===== config.mk =====
export PLATFORM = sky130hd
export DESIGN_NAME = plasma_pixel_generator_top
export DESIGN_NICKNAME = d
export VERILOG_FILES = /design/src/ppg_pkg.sv /design/src/plasma_pixel_generator_top.sv /design/src/ppg_front.sv /design/src/ppg_root_cell.sv /design/src/ppg_mix.sv
export SDC_FILE = /design/constraint.sdc
export NUM_CORES = 2
export LEC_CHECK = 0
export BUFFER_PORTS_ARGS = -buffer_cell sky130_fd_sc_hd__buf_2
export CAP_MARGIN = 10
export CELL_PAD_IN_SITES_DETAIL_PLACEMENT = 2
export CELL_PAD_IN_SITES_GLOBAL_PLACEMENT = 2
export CORE_MARGIN = 1.5
export CORE_UTILIZATION = 45
export DETAILED_ROUTE_END_ITERATION = 8
export GPL_TIMING_DRIVEN = 1
export PLACE_DENSITY = 0.86
export SETUP_SLACK_MARGIN = 0.5
export SYNTH_ARGS = -nofsm -noshare
export SYNTH_HDL_FRONTEND = slang
export SYNTH_SLANG_ARGS = --single-unit

===== constraint.sdc =====
create_clock -name clk -period 7.4 [get_ports clk]
set_clock_uncertainty 0.15 [all_clocks]
set_input_delay 0 -clock clk [delete_from_list [all_inputs] [get_ports clk]]
set_output_delay 0 -clock clk [all_outputs]
set_load 0.005 [all_outputs]

===== src/ppg_pkg.sv =====
`timescale 1ns / 1ps
// Shared types and constants for the plasma pixel generator.
// No dependencies; every design file under src imports this package.
package ppg_pkg;

    localparam int XW = 10;
    localparam int YW = 10;
    localparam int TW = 9;
    localparam int CW = 8;
    localparam int DW = 20;   // squared distance from the screen center
    localparam int MW = 32;   // scaled squared distance
    localparam int NCELLS = 8;

    localparam logic [XW-1:0] CENTER_X = 10'd512;
    localparam logic [YW-1:0] CENTER_Y = 10'd384;
    // 65025 / 409600 reduced by 25: q <= sqrt(65025*D)/640  <=>  16384*q*q <= 2601*D
    localparam logic [11:0] RADIAL_SCALE = 12'd2601;
    localparam int SQ_SHIFT = 14;

    typedef struct packed {
        logic [MW-1:0] m;
        logic [CW-1:0] q;
        logic [CW-1:0] addr_h;
        logic [CW-1:0] addr_v;
        logic [CW-1:0] addr_d;
        logic [CW-1:0] phase_r;
    } cell_t;

    localparam logic [7:0] SINE_ROM [256] = '{
        8'd127, 8'd130, 8'd133, 8'd136, 8'd139, 8'd143, 8'd146, 8'd149,
        8'd152, 8'd155, 8'd158, 8'd161, 8'd164, 8'd167, 8'd170, 8'd173,
        8'd176, 8'd179, 8'd182, 8'd184, 8'd187, 8'd190, 8'd193, 8'd195,
        8'd198, 8'd200, 8'd203, 8'd205, 8'd208, 8'd210, 8'd213, 8'd215,
        8'd217, 8'd219, 8'd221, 8'd224, 8'd226, 8'd228, 8'd229, 8'd231,
        8'd233, 8'd235, 8'd236, 8'd238, 8'd239, 8'd241, 8'd242, 8'd244,
        8'd245, 8'd246, 8'd247, 8'd248, 8'd249, 8'd250, 8'd251, 8'd251,
        8'd252, 8'd253, 8'd253, 8'd254, 8'd254, 8'd254, 8'd254, 8'd254,
        8'd255, 8'd254, 8'd254, 8'd254, 8'd254, 8'd254, 8'd253, 8'd253,
        8'd252, 8'd251, 8'd251, 8'd250, 8'd249, 8'd248, 8'd247, 8'd246,
        8'd245, 8'd244, 8'd242, 8'd241, 8'd239, 8'd238, 8'd236, 8'd235,
        8'd233, 8'd231, 8'd229, 8'd228, 8'd226, 8'd224, 8'd221, 8'd219,
        8'd217, 8'd215, 8'd213, 8'd210, 8'd208, 8'd205, 8'd203, 8'd200,
        8'd198, 8'd195, 8'd193, 8'd190, 8'd187, 8'd184, 8'd182, 8'd179,
        8'd176, 8'd173, 8'd170, 8'd167, 8'd164, 8'd161, 8'd158, 8'd155,
        8'd152, 8'd149, 8'd146, 8'd143, 8'd139, 8'd136, 8'd133, 8'd130,
        8'd127, 8'd124, 8'd121, 8'd118, 8'd115, 8'd111, 8'd108, 8'd105,
        8'd102, 8'd99,  8'd96,  8'd93,  8'd90,  8'd87,  8'd84,  8'd81,
        8'd78,  8'd75,  8'd72,  8'd70,  8'd67,  8'd64,  8'd61,  8'd59,
        8'd56,  8'd54,  8'd51,  8'd49,  8'd46,  8'd44,  8'd41,  8'd39,
        8'd37,  8'd35,  8'd33,  8'd30,  8'd28,  8'd26,  8'd25,  8'd23,
        8'd21,  8'd19,  8'd18,  8'd16,  8'd15,  8'd13,  8'd12,  8'd10,
        8'd9,   8'd8,   8'd7,   8'd6,   8'd5,   8'd4,   8'd3,   8'd3,
        8'd2,   8'd1,   8'd1,   8'd0,   8'd0,   8'd0,   8'd0,   8'd0,
        8'd0,   8'd0,   8'd0,   8'd0,   8'd0,   8'd0,   8'd1,   8'd1,
        8'd2,   8'd3,   8'd3,   8'd4,   8'd5,   8'd6,   8'd7,   8'd8,
        8'd9,   8'd10,  8'd12,  8'd13,  8'd15,  8'd16,  8'd18,  8'd19,
        8'd21,  8'd23,  8'd25,  8'd26,  8'd28,  8'd30,  8'd33,  8'd35,
        8'd37,  8'd39,  8'd41,  8'd44,  8'd46,  8'd49,  8'd51,  8'd54,
        8'd56,  8'd59,  8'd61,  8'd64,  8'd67,  8'd70,  8'd72,  8'd75,
        8'd78,  8'd81,  8'd84,  8'd87,  8'd90,  8'd93,  8'd96,  8'd99,
        8'd102, 8'd105, 8'd108, 8'd111, 8'd115, 8'd118, 8'd121, 8'd124
    };

endpackage


===== src/plasma_pixel_generator_top.sv =====
`timescale 1ns / 1ps
// Plasma pixel generator: one palette index per pixel, one item per cycle while the output accepts.
// Stages: 3 front stages (offsets, squares, scale multiply), 8 root cells
// (one radial index bit each) and the lookup/output register.
// Each stage holds independently, so bubbles close up while the output waits.
// Reset (rst_n, asynchronous, active low) empties the pipeline; the sine table is constant.
module plasma_pixel_generator_top
    import ppg_pkg::*;
(
    input  logic        clk,
    input  logic        rst_n,
    input  logic        s_axis_tvalid,
    output logic        s_axis_tready,
    input  logic [31:0] s_axis_tdata,   // [9:0] pixel_x, [19:10] pixel_y, [28:20] frame_phase
    output logic        m_axis_tvalid,
    input  logic        m_axis_tready,
    output logic [7:0]  m_axis_tdata    // [7:0] color_index
);

    logic  chain_valid [NCELLS+1];
    logic  chain_ready [NCELLS+1];
    cell_t chain_cell  [NCELLS+1];

    ppg_front u_front (
        .clk         (clk),
        .rst_n       (rst_n),
        .in_valid    (s_axis_tvalid),
        .in_ready    (s_axis_tready),
        .pixel_x     (s_axis_tdata[XW-1:0]),
        .pixel_y     (s_axis_tdata[XW+YW-1:XW]),
        .frame_phase (s_axis_tdata[XW+YW+TW-1:XW+YW]),
        .out_valid   (chain_valid[0]),
        .out_ready   (chain_ready[0]),
        .out_cell    (chain_cell[0])
    );

    // most significant bit first
    for (genvar i = 0; i < NCELLS; i++)
    begin : g_cell
        ppg_root_cell u_cell (
            .clk       (clk),
            .rst_n     (rst_n),
            .trial     (CW'(1) << (NCELLS - 1 - i)),
            .in_valid  (chain_valid[i]),
            .in_ready  (chain_ready[i]),
            .in_cell   (chain_cell[i]),
            .out_valid (chain_valid[i+1]),
            .out_ready (chain_ready[i+1]),
            .out_cell  (chain_cell[i+1])
        );
    end

    ppg_mix u_mix (
        .clk         (clk),
        .rst_n       (rst_n),
        .in_valid    (chain_valid[NCELLS]),
        .in_ready    (chain_ready[NCELLS]),
        .in_cell     (chain_cell[NCELLS]),
        .out_valid   (m_axis_tvalid),
        .out_ready   (m_axis_tready),
        .color_index (m_axis_tdata)
    );

    // An empty output register frees every stage behind it.
    a_ready_when_empty: assert property (@(posedge clk) disable iff (!rst_n)
        !m_axis_tvalid |-> s_axis_tready)
        else $error("input stalled with an empty output register");

    // A front item blocked by the first cell is held, not dropped.
    a_front_hold: assert property (@(posedge clk) disable iff (!rst_n)
        chain_valid[0] && !chain_ready[0] |=> chain_valid[0] && $stable(chain_cell[0]))
        else $error("front item lost while stalled");

    // The settled radial index never overshoots the scaled distance.
    a_root_bound: assert property (@(posedge clk) disable iff (!rst_n)
        chain_valid[NCELLS] |->
            ({16'd0, chain_cell[NCELLS].q} * {16'd0, chain_cell[NCELLS].q})
                * 32'd16384 <= chain_cell[NCELLS].m)
        else $error("radial index too large");

endmodule


===== src/ppg_front.sv =====
`timescale 1ns / 1ps
// Front end: phase terms, wave addresses and the scaled squared distance.
// Three stages; depends on ppg_pkg.
module ppg_front
    import ppg_pkg::*;
(
    input  logic          clk,
    input  logic          rst_n,
    input  logic          in_valid,
    output logic          in_ready,
    input  logic [XW-1:0] pixel_x,
    input  logic [YW-1:0] pixel_y,
    input  logic [TW-1:0] frame_phase,
    output logic          out_valid,
    input  logic          out_ready,
    output cell_t         out_cell
);

    // stage A: addresses and absolute offsets
    logic          a_valid_reg;
    logic [XW-1:0] a_ax_reg;
    logic [YW-1:0] a_ay_reg;
    cell_t         a_cell_reg;
    // stage B: squared distance
    logic          b_valid_reg;
    logic [DW-1:0] b_d_reg;
    cell_t         b_cell_reg;
    // stage C: scaled squared distance
    logic          c_valid_reg;
    cell_t         c_cell_reg;

    logic a_ready, b_ready, c_ready;
    logic [CW-1:0] p1, p2, p3, p4, hx, hy;
    logic [XW-1:0] ax_next;
    logic [YW-1:0] ay_next;
    cell_t         a_cell_next;
    logic [2*XW-1:0] sqx;
    logic [2*YW-1:0] sqy;
    logic [DW-1:0]   d_next;
    logic [MW-1:0]   m_next;
    cell_t           c_cell_next;

    assign c_ready  = !c_valid_reg || out_ready;
    assign b_ready  = !b_valid_reg || c_ready;
    assign a_ready  = !a_valid_reg || b_ready;
    assign in_ready = a_ready;

    always_comb
    begin
        p1 = frame_phase[CW-1:0];
        p2 = frame_phase[CW-1:0] + frame_phase[TW-1:1];
        p3 = {frame_phase[CW-2:0], 1'b0};
        p4 = frame_phase[CW-1:0] + {frame_phase[CW-2:0], 1'b0};
        hx = pixel_x[CW:1];
        hy = pixel_y[CW:1];
        ax_next = (pixel_x >= CENTER_X) ? (pixel_x - CENTER_X) : (CENTER_X - pixel_x);
        ay_next = (pixel_y >= CENTER_Y) ? (pixel_y - CENTER_Y) : (CENTER_Y - pixel_y);
        a_cell_next         = '0;
        a_cell_next.addr_h  = hx + p2;
        a_cell_next.addr_v  = hy + p1;
        a_cell_next.addr_d  = hx + hy + p3;
        a_cell_next.phase_r = p4;
    end

    always_comb
    begin
        sqx    = {{XW{1'b0}}, a_ax_reg} * {{XW{1'b0}}, a_ax_reg};
        sqy    = {{YW{1'b0}}, a_ay_reg} * {{YW{1'b0}}, a_ay_reg};
        d_next = sqx + sqy;
        m_next = MW'(b_d_reg) * MW'(RADIAL_SCALE);
        c_cell_next   = b_cell_reg;
        c_cell_next.m = m_next;
    end

    always_ff @(posedge clk or negedge rst_n)
    begin
        if (!rst_n)
        begin
            a_valid_reg <= 1'b0;
            b_valid_reg <= 1'b0;
            c_valid_reg <= 1'b0;
        end
        else
        begin
            if (a_ready)
                a_valid_reg <= in_valid;
            if (b_ready)
                b_valid_reg <= a_valid_reg;
            if (c_ready)
                c_valid_reg <= b_valid_reg;
        end
    end

    always_ff @(posedge clk)
    begin
        if (a_ready && in_valid)
        begin
            a_ax_reg   <= ax_next;
            a_ay_reg   <= ay_next;
            a_cell_reg <= a_cell_next;
        end
        if (b_ready && a_valid_reg)
        begin
            b_d_reg    <= d_next;
            b_cell_reg <= a_cell_reg;
        end
        if (c_ready && b_valid_reg)
            c_cell_reg <= c_cell_next;
    end

    assign out_valid = c_valid_reg;
    assign out_cell  = c_cell_reg;

endmodule


===== src/ppg_root_cell.sv =====
`timescale 1ns / 1ps
// One cell of the radial root chain: settles one bit of the radial index.
// Depends on ppg_pkg.
module ppg_root_cell
    import ppg_pkg::*;
(
    input  logic          clk,
    input  logic          rst_n,
    input  logic [CW-1:0] trial,     // one-hot bit this cell decides
    input  logic          in_valid,
    output logic          in_ready,
    input  cell_t         in_cell,
    output logic          out_valid,
    input  logic          out_ready,
    output cell_t         out_cell
);

    logic          valid_reg;
    cell_t         cell_reg;
    cell_t         cell_next;
    logic [CW-1:0] cand;
    logic [2*CW-1:0] sq;
    logic          fits;

    assign in_ready = !valid_reg || out_ready;

    always_comb
    begin
        cand = in_cell.q | trial;
        sq   = {{CW{1'b0}}, cand} * {{CW{1'b0}}, cand};
        fits = {{(MW-2*CW-SQ_SHIFT){1'b0}}, sq, {SQ_SHIFT{1'b0}}} <= in_cell.m;
        cell_next   = in_cell;
        // keep the bit only while 16384*q*q stays within the scaled distance
        cell_next.q = fits ? cand : in_cell.q;
    end

    always_ff @(posedge clk or negedge rst_n)
    begin
        if (!rst_n)
            valid_reg <= 1'b0;
        else if (in_ready)
            valid_reg <= in_valid;
    end

    always_ff @(posedge clk)
    begin
        if (in_ready && in_valid)
            cell_reg <= cell_next;
    end

    assign out_valid = valid_reg;
    assign out_cell  = cell_reg;

endmodule


===== src/ppg_mix.sv =====
`timescale 1ns / 1ps
// Sine lookups of the four waves, their average, and the output register.
// Depends on ppg_pkg.
module ppg_mix
    import ppg_pkg::*;
(
    input  logic          clk,
    input  logic          rst_n,
    input  logic          in_valid,
    output logic          in_ready,
    input  cell_t         in_cell,
    output logic          out_valid,
    input  logic          out_ready,
    output logic [CW-1:0] color_index
);

    logic          valid_reg;
    logic [CW-1:0] color_reg;
    logic [CW-1:0] addr_r;
    logic [CW+1:0] sum;

    assign in_ready = !valid_reg || out_ready;

    always_comb
    begin
        addr_r = in_cell.q + in_cell.phase_r;
        sum = {2'b00, SINE_ROM[in_cell.addr_h]} + {2'b00, SINE_ROM[in_cell.addr_v]}
            + {2'b00, SINE_ROM[in_cell.addr_d]} + {2'b00, SINE_ROM[addr_r]};
    end

    always_ff @(posedge clk or negedge rst_n)
    begin
        if (!rst_n)
            valid_reg <= 1'b0;
        else if (in_ready)
            valid_reg <= in_valid;
    end

    always_ff @(posedge clk)
    begin
        if (in_ready && in_valid)
            color_reg <= sum[CW+1:2];
    end

    assign out_valid   = valid_reg;
    assign color_index = color_reg;

endmodule


==> summary.md <==
| Metric | Value |
|---|---|
| Run status | finished, violations left |
| Violations in the final reports | hold timing, capacitance limit, slew limit, setup timing |
| Number of antenna violations at the first check in global routing | 40 |
| Vias in the first global route | 42800 |
| Sum of overflow across all layers after global routing | 0 |
| Area growth syn-to-layout | 12.2% |
| Gpl congestion | 0.893 |
| # DRC | 0 |
| Synth warnings | 0 |
| Post-Synthesis Cells | 4092 |
| Startpoint of the lowest-slack register-to-register path | u_front.a_ax_reg[3] |
| Vias after detailed routing | 40500 |
| Iteration count of the initial detailed-routing pass | 7 |
| Width of the chip | 325 um |
| Initial core utilization | 0.456 |
| Root buffer cell | sky130_fd_sc_hd__clkbuf_16 |
| Standard-cell rows | 117 |
| Worst min path class | input pin to flip-flop |
| HP Start | s_axis_tvalid |
| Number of nets still failing antenna checks after routing | 0 |
| Kind of end point of the critical path | flip-flop |
| First-pass GRT wire length | 344000 um |
| Core footprint | 102000 sq um |
| Register area share after synthesis | 0.451 |
| Max-cap check violation count | 1 |
| Min setup slack post-route | -1.78 ns |
| Slew at the pin closest to its max-slew limit | 1.71 ns |
| Upper clock frequency limit | 109 MHz |
| Count of final setup violators | 14 |
| Clock-pin slew on the worst setup and hold paths | 0.08 ns |
| Mapped Area | 46700 sq um |
| Maximum level of the CTS H-tree | 3 |
| Largest fanout on the critical path | 4 |
| Die Y | 325 um |
| Total track usage | 0.464 |
| Area of the die | 106000 sq um |
| CTS tree | built |
| Synthesized Nets | 4836 |
| Kind of launch point of the worst setup path | flip-flop |
| Largest net degree at the start of global routing | 72 |
| Setup Slack @ Placement | 0.0442 ns |
| Setup repair after global routing missed its margin | true |
| Total Routed Length | 258000 um |
| Max reg flops | 516 |
| Final net count | 4957 |
| Library cells used by synthesis | 97 |
| Slack of the worst reg-to-reg path | -1.78 ns |
| Source-to-sink clock delay at the later pin of the worst-skew pair | 0.70 ns |
| Final Util | 0.512 |
| Largest buffer count on any clock path | 3 |
| Minimum period implied by the final worst setup slack | 9.18 ns |
| Flop and latch count out of synthesis | 704 |
| Critical path class | flip-flop to flip-flop |
| Min Hold Slack | -0.00206 ns |
| Number of pins exceeding their max-slew limit in the final report | 2 |
| Capture instance of the worst register-to-register path | u_front.b_d_reg[11] |
| Worst Path Required | 7.71 ns |
| Worst hold path depth | 3 |
| Final period util | 1.24 |
| Ratio of routed vias to standard cells | 7.15 |
| Setup TNS after final layout | -17.47 ns |
| Number of enable flip-flop cells after synthesis | 692 |
| FF-to-FF path depth | 24 |
| # IOs | 46 |
| Final hold violation count | 1 |
| Data arrival time of the worst path | 9.48 ns |
| Layout filler cell count | 9900 |
| Normalized max-slew margin | -0.150 |
| Proportion of synthesized flip-flops having asynchronous set or reset | 0.0170 |
| Number of sinks handled by clock tree synthesis | 704 |
| Per-cell routed wire length | 45.6 um |
| Estimated wirelength of the detail-placed design | 135000 um |
| Violation count after the first detailed-routing iteration | 5589 |
| Synthesized area divided by synthesized cell count | 11.4 sq um |
| Fraction of layout cells with a size suffix above 1 | 0.101 |
| Most instantiated flip-flop cell in the synthesis netlist | sky130_fd_sc_hd__edfxtp_1 |
| Sink of the worst hold path | u_front.a_valid_reg |
| TritonCTS buffer count | 77 |
| Number of I/O port buffers | 42 |
-- cells in the mapped netlist, drive strengths merged, types with 8 or more instances --
cell type | n | area share
edfxtp | 692 | 0.44
inv | 541 | 0.043
ha | 455 | 0.12
nand2 | 273 | 0.022
fa | 253 | 0.11
nor2 | 214 | 0.017
a21oi | 213 | 0.023
o21ai | 178 | 0.019
xnor2 | 139 | 0.026
clkbuf | 123 | 0.0099
and2 | 81 | 0.011
nor3 | 60 | 0.0068
a211oi | 57 | 0.0093
buf | 53 | 0.0055
a21o | 51 | 0.0082
o211ai | 51 | 0.0083
nand3 | 46 | 0.0049
nand2b | 44 | 0.0059
xor2 | 44 | 0.0083
nor4 | 43 | 0.0059
nor2b | 38 | 0.0051
a31oi | 35 | 0.0047
mux2i | 31 | 0.0066
o21a | 28 | 0.0047
o31ai | 27 | 0.0043
o21bai | 26 | 0.0042
o311ai | 22 | 0.0041
a311oi | 21 | 0.0044
nand4 | 20 | 0.0027
and3 | 18 | 0.0024
o22ai | 16 | 0.0021
a21boi | 13 | 0.0021
dfrtp | 12 | 0.0064
mux4 | 12 | 0.0058
or2 | 11 | 0.0015
nand3b | 9 | 0.0014
nor3b | 9 | 0.0016
or3 | 9 | 0.0013
a221oi | 8 | 0.0015
a31o | 8 | 0.0015
or4 | 8 | 0.0013
-- final cells by class --
cell class              instances  area, sq um  area share
repair inverters                1         5.00   0.0000955
inverters                     542         2060      0.0392
well taps                    1368         1710      0.0327
diodes                         21         52.6     0.00100
multi-input cells            2671        23300       0.444
repair buffers                216         1680      0.0320
clock buffers                 100         2100      0.0400
flip-flops and latches        704        21100       0.402
clock inverters                41          464     0.00886
-- worst max path at each step --
| stage | startpoint | endpoint | cells past startpoint |
|---|---|---|---|
| 3_5_place_dp | u_front.a_ax_reg[3] | u_front.b_d_reg[19] | 21 |
| 2_1_floorplan | u_front.a_ax_reg[2] | u_front.b_d_reg[19] | 22 |
| 3_3_place_gp | u_front.a_ax_reg[5] | u_front.b_d_reg[19] | 21 |
| 6_report | u_front.a_ax_reg[3] | u_front.b_d_reg[11] | 24 |
| 5_1_grt | u_front.a_ax_reg[5] | u_front.b_d_reg[19] | 23 |
| 4_1_cts | g_cell[7].u_cell.out_cell[0] | u_mix.color_index[7] | 25 |
-- routing by layer --
metal  track usage  part of all wire  vias up
met5        0.0109            0.0041        -
met4         0.433              0.12       44
met3         0.173              0.12     1801
met2         0.737              0.45     3721
met1         0.471              0.31    20200
li1              -                 -    14800
-- stage by stage --
| stage | cells | instance area (sq um) |
|---|---|---|
| CTS | 5608 | 51800 |
| floorplan | 4092 | 46700 |
| detailed placement | 5386 | 48400 |
| global placement | 5386 | 48400 |
| global route | 5648 | 52400 |
| finish | 5664 | 52400 |
-- kinds of logic (layout without fill, tap and decap cells) --
logic type      count (synthesis)  in the layout  synth area share
fa+ha+maj                     708            708             0.230
compound gates                830            830             0.117
other cells                     0             21                 0
mux                            50             50            0.0141
flops                         704            704             0.451
simple gates                  899            900            0.0941
buf+inv                       718            900            0.0590
xor+xnor                      183            183            0.0343
-- placed cells by master, fill, tap and decap left out, types with 15 or more instances in the layout --
cell,netlist,routed
sky130_fd_sc_hd__clkbuf_16,0,80
sky130_fd_sc_hd__and3_1,18,16
sky130_fd_sc_hd__nand2b_1,44,44
sky130_fd_sc_hd__nor4_1,42,40
sky130_fd_sc_hd__a31oi_1,35,33
sky130_fd_sc_hd__ha_1,455,445
sky130_fd_sc_hd__o22ai_1,16,15
sky130_fd_sc_hd__nor2b_1,38,34
sky130_fd_sc_hd__a21o_1,51,51
sky130_fd_sc_hd__mux2i_1,31,31
sky130_fd_sc_hd__a211oi_1,56,53
sky130_fd_sc_hd__o21a_1,27,26
sky130_fd_sc_hd__o21ai_0,174,167
sky130_fd_sc_hd__nand2_1,272,265
sky130_fd_sc_hd__o31ai_1,27,25
sky130_fd_sc_hd__and2_1,80,70
sky130_fd_sc_hd__nand3_1,46,44
sky130_fd_sc_hd__edfxtp_1,692,692
sky130_fd_sc_hd__nor2_1,213,209
sky130_fd_sc_hd__o311ai_0,21,18
sky130_fd_sc_hd__nand4_1,20,20
sky130_fd_sc_hd__xnor2_1,139,134
sky130_fd_sc_hd__inv_1,540,529
sky130_fd_sc_hd__xor2_1,44,44
sky130_fd_sc_hd__dlygate4sd3_1,0,48
sky130_fd_sc_hd__o21bai_1,26,25
sky130_fd_sc_hd__o211ai_1,50,50
sky130_fd_sc_hd__a311oi_1,19,19
sky130_fd_sc_hd__buf_2,30,42
sky130_fd_sc_hd__fa_1,253,243
sky130_fd_sc_hd__a21oi_1,213,205
sky130_fd_sc_hd__buf_4,4,118
sky130_fd_sc_hd__nor3_1,58,56
sky130_fd_sc_hd__diode_2,0,21
sky130_fd_sc_hd__clkbuf_1,123,18
-- timing repair --
item                                   4_1_cts  5_1_grt
cloned                                       1        1
setup endpoints to repair                   14       18
endpoints found under the hold margin       58        0
pin swaps                                    2       26
hold buffers                                48        0
buffers inserted                            32       34
gates resized for setup                     25       87
-- worst max-delay path, cell delays in order (launching register included) --
cell and delay (ns):
sky130_fd_sc_hd__edfxtp_1 0.52, sky130_fd_sc_hd__buf_4 0.20, sky130_fd_sc_hd__nand2_2 0.27, sky130_fd_sc_hd__inv_1 0.16, sky130_fd_sc_hd__fa_1 0.48, sky130_fd_sc_hd__fa_2 0.88, sky130_fd_sc_hd__clkinvlp_4 0.55, sky130_fd_sc_hd__fa_2 0.91
sky130_fd_sc_hd__inv_2 0.06, sky130_fd_sc_hd__fa_2 0.57, sky130_fd_sc_hd__fa_2 0.49, sky130_fd_sc_hd__fa_2 0.65, sky130_fd_sc_hd__inv_4 0.10, sky130_fd_sc_hd__fa_2 0.75, sky130_fd_sc_hd__clkinvlp_4 0.49, sky130_fd_sc_hd__ha_4 0.49
sky130_fd_sc_hd__o21ai_2 0.07, sky130_fd_sc_hd__a21oi_2 0.13, sky130_fd_sc_hd__buf_6 0.14, sky130_fd_sc_hd__buf_4 0.12, sky130_fd_sc_hd__buf_6 0.12, sky130_fd_sc_hd__nor2_2 0.04, sky130_fd_sc_hd__nor2_1 0.09, sky130_fd_sc_hd__nor2_1 0.07
sky130_fd_sc_hd__xnor2_1 0.39
Power is left out: the tool's default activity adds up to more than one toggle a clock period on the data nets, which glitch-free logic cannot reach.
